==> src/rtl/ludpp_pkg.sv <==
// Package for the LU decomposition block: sizes, sequencer states, saturation helper.
// No dependencies.
package ludpp_pkg;

  localparam int MAX_DIM = 8;
  localparam int IDX_W   = $clog2(MAX_DIM);
  localparam int ADDR_W  = 2 * IDX_W;
  localparam int DIM_W   = 4;
  localparam int TOL_W   = 31;
  localparam int DATA_W  = 32;
  localparam int CNT_W   = 3;

  // configuration register indexes
  localparam logic REG_TOLERANCE = 1'b0;
  localparam logic REG_SIZE      = 1'b1;

  typedef enum logic [4:0] {
    S_LOAD, S_PIV_RD, S_PIV_CMP, S_PIV_CHK,
    S_SW_RA, S_SW_RB, S_SW_WA, S_SW_WB,
    S_ROW_RD, S_ROW_CAP,
    S_F_RD, S_F_DIV, S_F_WAIT,
    S_E_RD, S_E_MUL, S_E_SAT, S_E_WR,
    S_O_RD, S_O_CAP, S_O_WAIT
  } state_t;

  // clamp a 48-bit signed value to 32-bit signed
  function automatic logic [31:0] sat48(input logic [47:0] v);
    logic [31:0] r;
    if (v[47] && !(&v[46:31]))       r = 32'h8000_0000;
    else if (!v[47] && (|v[46:31]))  r = 32'h7FFF_FFFF;
    else                             r = v[31:0];
    return r;
  endfunction

endpackage

==> src/rtl/ludpp_div.sv <==
// Radix-2 restoring divider for Q16.16: q = sat((a << 16) / b), truncated toward zero.
// Depends on ludpp_pkg.
module ludpp_div import ludpp_pkg::*; (
  input  logic              clk,
  input  logic              rst,
  input  logic              start,
  input  logic [DATA_W-1:0] a,
  input  logic [DATA_W-1:0] b,
  output logic              done,
  output logic [DATA_W-1:0] q
);

  localparam int NUM_W = DATA_W + 16;

  logic             busy;
  logic             fin;
  logic [5:0]       cnt;
  logic [NUM_W-1:0] num;
  logic [DATA_W-1:0] rem;
  logic [DATA_W-1:0] den;
  logic             neg;
  logic             bzero;
  logic             azero;
  logic             aneg;
  logic [DATA_W:0]  trial;
  logic             fits;

  assign trial = {rem, num[NUM_W-1]};
  assign fits  = trial >= {1'b0, den};

  always_ff @(posedge clk) begin
    if (rst) begin
      busy <= 1'b0;
      fin  <= 1'b0;
    end else begin
      fin <= 1'b0;
      if (start) begin
        neg   <= a[DATA_W-1] ^ b[DATA_W-1];
        aneg  <= a[DATA_W-1];
        azero <= (a == '0);
        bzero <= (b == '0);
        num   <= {(a[DATA_W-1] ? (~a + 1'b1) : a), 16'h0};
        den   <= b[DATA_W-1] ? (~b + 1'b1) : b;
        rem   <= '0;
        cnt   <= 6'(NUM_W);
        if (b == '0) fin  <= 1'b1;
        else         busy <= 1'b1;
      end else if (busy) begin
        rem <= fits ? DATA_W'(trial - {1'b0, den}) : trial[DATA_W-1:0];
        num <= {num[NUM_W-2:0], fits};
        cnt <= cnt - 6'd1;
        if (cnt == 6'd1) begin
          busy <= 1'b0;
          fin  <= 1'b1;
        end
      end
    end
  end

  assign done = fin;

  always_comb begin
    if (bzero) begin
      if (azero)     q = '0;
      else if (aneg) q = 32'h8000_0000;
      else           q = 32'h7FFF_FFFF;
    end else if (neg) begin
      if (num > NUM_W'(33'h1_0000_0000 >> 1)) q = 32'h8000_0000;
      else                                     q = ~num[DATA_W-1:0] + 1'b1;
    end else begin
      if (|num[NUM_W-1:DATA_W-1]) q = 32'h7FFF_FFFF;
      else                        q = num[DATA_W-1:0];
    end
  end

endmodule
==> config.mk <==
export PLATFORM = sky130hd
export DESIGN_NAME = ludpp_div
export DESIGN_NICKNAME = d
export VERILOG_FILES = /design/src/rtl/ludpp_pkg.sv /design/src/rtl/ludpp_div.sv
export SDC_FILE = /design/constraint.sdc
export NUM_CORES = 1
export LEC_CHECK = 0
export BUFFER_PORTS_ARGS = -buffer_cell sky130_fd_sc_hd__buf_2
export CORE_ASPECT_RATIO = 0.5
export CORE_MARGIN = 4
export CORE_UTILIZATION = 65
export DETAILED_ROUTE_END_ITERATION = 10
export GPL_TIMING_DRIVEN = 0
export PLACE_DENSITY = 0.87
export SLEW_MARGIN = 30
export SYNTH_ARGS = -nofsm -noshare
export SYNTH_HDL_FRONTEND = slang
export SYNTH_SLANG_ARGS = --single-unit
==> constraint.sdc <==
create_clock -name clk -period 14.4 [get_ports clk]
set_input_delay 1.44 -clock clk [delete_from_list [all_inputs] [get_ports clk]]
set_output_delay 1.44 -clock clk [all_outputs]
set_load 0.01 [all_outputs]
Word-level counts from Yosys, hierarchy flattened

Index checks and enable logic that the tools add are counted.

Register bits: 124
Bits in latches: 0
Bits in writable memories: 0
ROM bits: 0
Input port bits: 67
Output and inout port bits: 33
Memories kept: 0

Add/subtract/negate cells: 5
Multipliers: 0
Div/mod/pow operators: 0
$lt $le $gt $ge: 2
Equality and inequality tests: 2
Shift-type cells: 0
Multiplexer cells: 21
Bitwise logic cells: 5
Reductions and logical operators: 6

Operator list:

| kind                    | number |
|---|---|
| $mux W32                | 9 |
| $add A32 B1 Y32 const B | 3 |
| $mux W48                | 2 |
| $not A32 Y32            | 3 |
| $logic_not A32 Y1       | 2 |
| $gt A48 B32 Y1 const B  | 1 |
| $ge A33 B32 Y1          | 1 |
| $sub A32 B32 Y32        | 1 |
| $mux W31                | 1 |
| $reduce_or A17 Y1       | 1 |
| $mux W1                 | 8 |
| $eq A6 B1 Y1 const B    | 1 |
| $mux W6                 | 1 |
| $sub A6 B1 Y6 const B   | 1 |
| $reduce_and A2 Y1       | 2 |
| $ne A2 B2 Y1 const B    | 1 |
| $reduce_bool A2 Y1      | 1 |
| $not A1 Y1              | 1 |
| $xor A1 B1 Y1           | 1 |

Longest topological paths before layout

Word-level depth: 5
Mapped depth: 13

Worst setup path after synthesis

OpenSTA, ideal clock, no wires.

Path type: input to register
Start: in start
End: reg cnt[0], enable pin
Arrival time: 5641 ps
Slack: 8228 ps
Stages: 4
Path through: clkbuf_1 -> clkbuf_1 -> nor2_1 -> nor2_1

Longest elaborated chain between the ends: 2

Ends and longest elaborated chain:

| element                             | line            | source |
|---|---|---|
| start: declaration                  | ludpp_div.sv:6  | `input logic start,` |
| $reduce_bool A2 Y1 (no source line) | --              |  |
| $reduce_and A2 Y1 (no source line)  | --              |  |
| end signal: assignment              | ludpp_div.sv:45 | `cnt <= 6'(NUM_W);` |
| end signal: assignment              | ludpp_div.sv:51 | `cnt <= cnt - 6'd1;` |
| end: declaration                    | ludpp_div.sv:17 | `logic [5:0] cnt;` |

Every way passes these cells.
A chain may end at the register's enable or synchronous reset.

Final worst setup path

Start: reg num[0]
End: out q[23]

Longest elaborated chain between the ends: 5
Elaborated cells on any way between the ends: 6

Ends and longest elaborated chain:

| element                  | line            | source |
|---|---|---|
| start: declaration       | ludpp_div.sv:18 | `logic [NUM_W-1:0] num;` |
| start signal: assignment | ludpp_div.sv:42 | `num <= {(a[DATA_W-1] ? (~a + 1'b1) : a), 16'h0};` |
| start signal: assignment | ludpp_div.sv:50 | `num <= {num[NUM_W-2:0], fits};` |
| $not A32 Y32             | ludpp_div.sv:69 | `else q = ~num[DATA_W-1:0] + 1'b1;` |
| $add A32 B1 Y32          | ludpp_div.sv:69 |  |
| $mux W32 (*)             | ludpp_div.sv:68 | `if (num > NUM_W'(33'h1_0000_0000 >> 1)) q = 32'h8000_0000;` |
| $mux W32 (*)             | ludpp_div.sv:67 | `end else if (neg) begin` |
| $mux W32 (*)             | ludpp_div.sv:63 | `if (bzero) begin` |
| end: declaration         | ludpp_div.sv:10 | `output logic [DATA_W-1:0] q` |

Mark *: on every way between the ends. The rest lies on a longest branch, timed or not.

==> results.yml <==
outcome:
  status: "finished, final reports clean"
sta:
  worst-slew-pin-transition_ns: 0.8017
  worst_clock_skew_ns: 0.01569
  fmaxAchievable_ghz: 0.1873
  max_slew_margin_pct: 46.14
  finalWorstPathRequiredPeriod_ns: 5.340
  layout_worst_path_cycle_share_pct: 37.08
  hold_viol: 0
  grt_setup_unrepaired: "no"
  slew_violations: 0
  timing.setup.tns_ns: 0
  report.final.setup_viol: 0
clock_tree:
  tritoncts.num_buffers: 17
  cts_hold_buffers: 0
  cts_setup_buffers: 0
  h_tree_levels: 4
  latest_clock_arrival_within_the_worst_skew_pair_ns: 0.43
  cts.sink_count: 124
  clkSlewWorstSetupHoldPaths_ns: 0.06
  cts.root.buffer_cell: "sky130_fd_sc_hd__clkbuf_16"
  tritoncts_clock_tree: "yes"
  cts_max_path_buffers: 2
  cts-resized-gates: 0
synthesis:
  async_flop_share_pct: 0
  mappedNetlistArea_um2: 9109
  synth_enable_flop_cells: 122
  yosysUniqueCellTypes: 66
  postSynthAreaPerCell_um2: 9.001
  ys_seq_elements: 124
  synth_seq_area_share_pct: 40.66
  synth_ff_type: "sky130_fd_sc_hd__edfxtp_1"
  yosysWarningCount: 0
  synth.net_count: 1117
  postSynthCellCount: 1012
setup_path:
  worst-path-buf-inv: 4
  critical-path-top-delay-family: "simple AND/OR/NAND/NOR gates"
  cp_slowest_cell: "sky130_fd_sc_hd__or3b_2"
  worst_path_largest_cell_delay_ns: 0.52
  crit_path_cell_trace: "inv_1 -> ha_1 -> or3b_2 -> nor3_1 -> and4_1 -> a21oi_1 -> clkbuf_1 -> clkbuf_1 -> nor2_1 -> nor2_1 -> o31ai_1 -> buf_2"
  timing.critical_path.arrival_ns: 3.90
  critPathCaptureType: "output port"
  timing_worst_setup_path_type: "reg2out"
  startpoint_type: "flop"
  cp_data_required_time_ns: 12.96
  worst_path_fanout_max: 10
final_layout:
  num-nets-final: 1240
  layout-drive-gt1-share_pct: 13.94
  final_core_util_pct: 77.75
  fillers: 924
  layout_cell_area_excl_fill_um2: 10590
  antenna-diode-count: 0
  flow.area_growth_from_synthesis_pct: 16.30
detailed_routing:
  dr.first_iter.drc_count: 935
  wl_per_cell_um: 18.97
  firstDrtPassIters: 6
  detail_route.vias_per_cell: 6.450
  antenna_violating_nets_post_route: 0
  drt_drc_violations_left: 0
  postRouteWirelength_um: 25420
  via_count: 8643
die:
  std_cell_rows: 30
  fp.coreArea_um2: 13630
  top_level_ports: 100
  die_h_um: 91.71
  dieArea_um2: 16090
  die_w_um: 175.4
  initial_core_util_pct: 66.85
place:
  dp_hpwl_um: 18320
  place.gp.congestion: 0.9628
  placed_cell_area_um2: 9997
  buffer_ports.inserted: 99
global_route:
  antenna_found_initial: 0
  grt_start_max_net_pins: 21
  via_count_of_the_first_global_routing_pass: 8136
  global_route_wire_length_before_repair_um: 40730
  grt.total_usage_pct: 31.31
  globalRoute.totalOverflow: 0
hold_path:
  min_delay_path_class: "reg2reg"
power:
  cellLeakagePower_nw: 4.060
  power_mw: 1.210
  ir_drop_uv: 62.66
  power.density_cell_area_nw_per_um2: 114.2
run:
  max-cap-violations: 0
## path summary, 6_finish.rpt
check | start | end | slack, ns | depth (start not counted)
worst min-delay path | busy | done | 0.58 | 2
worst max register to register | rem[18] | rem[20] | 10.94 | 10
worst max-delay path | num[0] | q[23] | 9.06 | 12
worst min register to register | busy | done | 0.58 | 2
## worst register-to-register path, stage by stage, from the launching register on
cell and delay (ns):
sky130_fd_sc_hd__edfxtp_1 0.42, sky130_fd_sc_hd__ha_1 0.31, sky130_fd_sc_hd__clkbuf_1 0.20, sky130_fd_sc_hd__o21ai_0 0.22
sky130_fd_sc_hd__o21bai_1 0.09, sky130_fd_sc_hd__a2111o_1 0.42, sky130_fd_sc_hd__a31oi_1 0.35, sky130_fd_sc_hd__nand3_1 0.19
sky130_fd_sc_hd__a21oi_1 0.67, sky130_fd_sc_hd__or3_1 0.23, sky130_fd_sc_hd__o221ai_1 0.11
## synth_stat cells (all sizes together) (5+ instances only)
cell / instances / area [um^2]
a211oi: 13 / 97.59
a21o: 7 / 52.55
a21oi: 96 / 480.5
a31oi: 7 / 43.79
and2: 5 / 31.28
and3: 7 / 43.79
buf: 6 / 35.03
clkbuf: 38 / 142.6
edfxtp: 122 / 3664
ha: 37 / 462.9
inv: 53 / 198.9
mux2i: 18 / 180.2
nand2: 64 / 240.2
nand2b: 7 / 51.30
nand3: 18 / 90.09
nand4: 13 / 81.33
nor2: 112 / 420.4
nor2b: 23 / 143.9
nor3: 32 / 160.2
nor3b: 7 / 52.55
nor4: 22 / 158.9
o21a: 5 / 37.54
o21ai: 84 / 420.4
o22ai: 6 / 37.54
o31ai: 21 / 157.7
o41ai: 15 / 138.9
or2: 10 / 62.56
or3: 13 / 81.33
or4: 15 / 116.4
xnor2: 46 / 402.9
xor2: 43 / 376.6
## layer usage
layer	vias up	track usage [%]	wire length [um]	part of all wire, %
met5	-	0	0	0
met4	0	9.209	545	2.1
met3	61	7.372	2689	11
met2	546	50.02	11380	45
met1	4025	42.99	10800	42
li1	4011	-	-	-
## state kept, by name, summed over array words and instances (netlist names)
| register | flops |
|---|---|
| busy | 1 |
| bzero | 1 |
| done | 1 |
| cnt | 6 |
| den | 32 |
| azero | 1 |
| neg | 1 |
| num | 48 |
| rem | 32 |
| aneg | 1 |
## cells in the final DEF, fill, tap and decap left out, drive strengths merged, types with 10 or more instances in the layout
| cell type | count |
|---|---|
| mux2i | 18 |
| nor2b | 23 |
| xor2 | 43 |
| o21ai | 84 |
| nand3 | 18 |
| nor3 | 32 |
| or2 | 10 |
| nor2 | 112 |
| nor4 | 22 |
| or4 | 15 |
| nand4 | 13 |
| a211oi | 13 |
| o41ai | 15 |
| xnor2 | 46 |
| buf | 110 |
| inv | 55 |
| edfxtp | 122 |
| nand2 | 64 |
| a21oi | 96 |
| o31ai | 21 |
| ha | 37 |
| or3 | 13 |
| clkbuf | 56 |
## cell families after synthesis
group | after synthesis | share of synthesized area (%)
buf+inv | 97 | 4.135
fa+ha+maj | 38 | 5.302
flops | 124 | 40.66
xor+xnor | 89 | 8.558
simple gates | 356 | 19.79
mux | 20 | 2.225
compound gates | 288 | 19.33
## power by group
part / leakage, nW / total, mW / switching (mW) / internal (mW)
combinational: 2.60 / 0.304 / 0.184 / 0.120
clock: 0.280 / 0.446 / 0.174 / 0.272
sequential: 1.18 / 0.460 / 0.0223 / 0.437
total: 4.06 / 1.21 / 0.381 / 0.830
## through the flow
step / setup slack [ns] / hold slack [ns] / instances
floorplan: 8.228 / 0.4544 / 1012
global placement: 6.106 / 0.5007 / 1303
detailed placement: 9.590 / 0.5175 / 1308
CTS: 9.136 / 0.5869 / 1340
global route: 8.900 / 0.5857 / 1340
finish: 9.060 / 0.5843 / 1340
## area by class of cell
cell class | instances | area [um^2] | area share (%)
inverters | 53 | 198.9 | 1.878
plain buffers | 44 | 177.7 | 1.677
multi-input cells | 791 | 5044 | 47.61
repair buffers | 104 | 633.1 | 5.976
clock inverters | 14 | 167.7 | 1.583
flip-flops and latches | 124 | 3704 | 34.96
clock buffers | 18 | 429.2 | 4.051
well taps | 192 | 240.2 | 2.268
(Power assumes the default switching activity.)
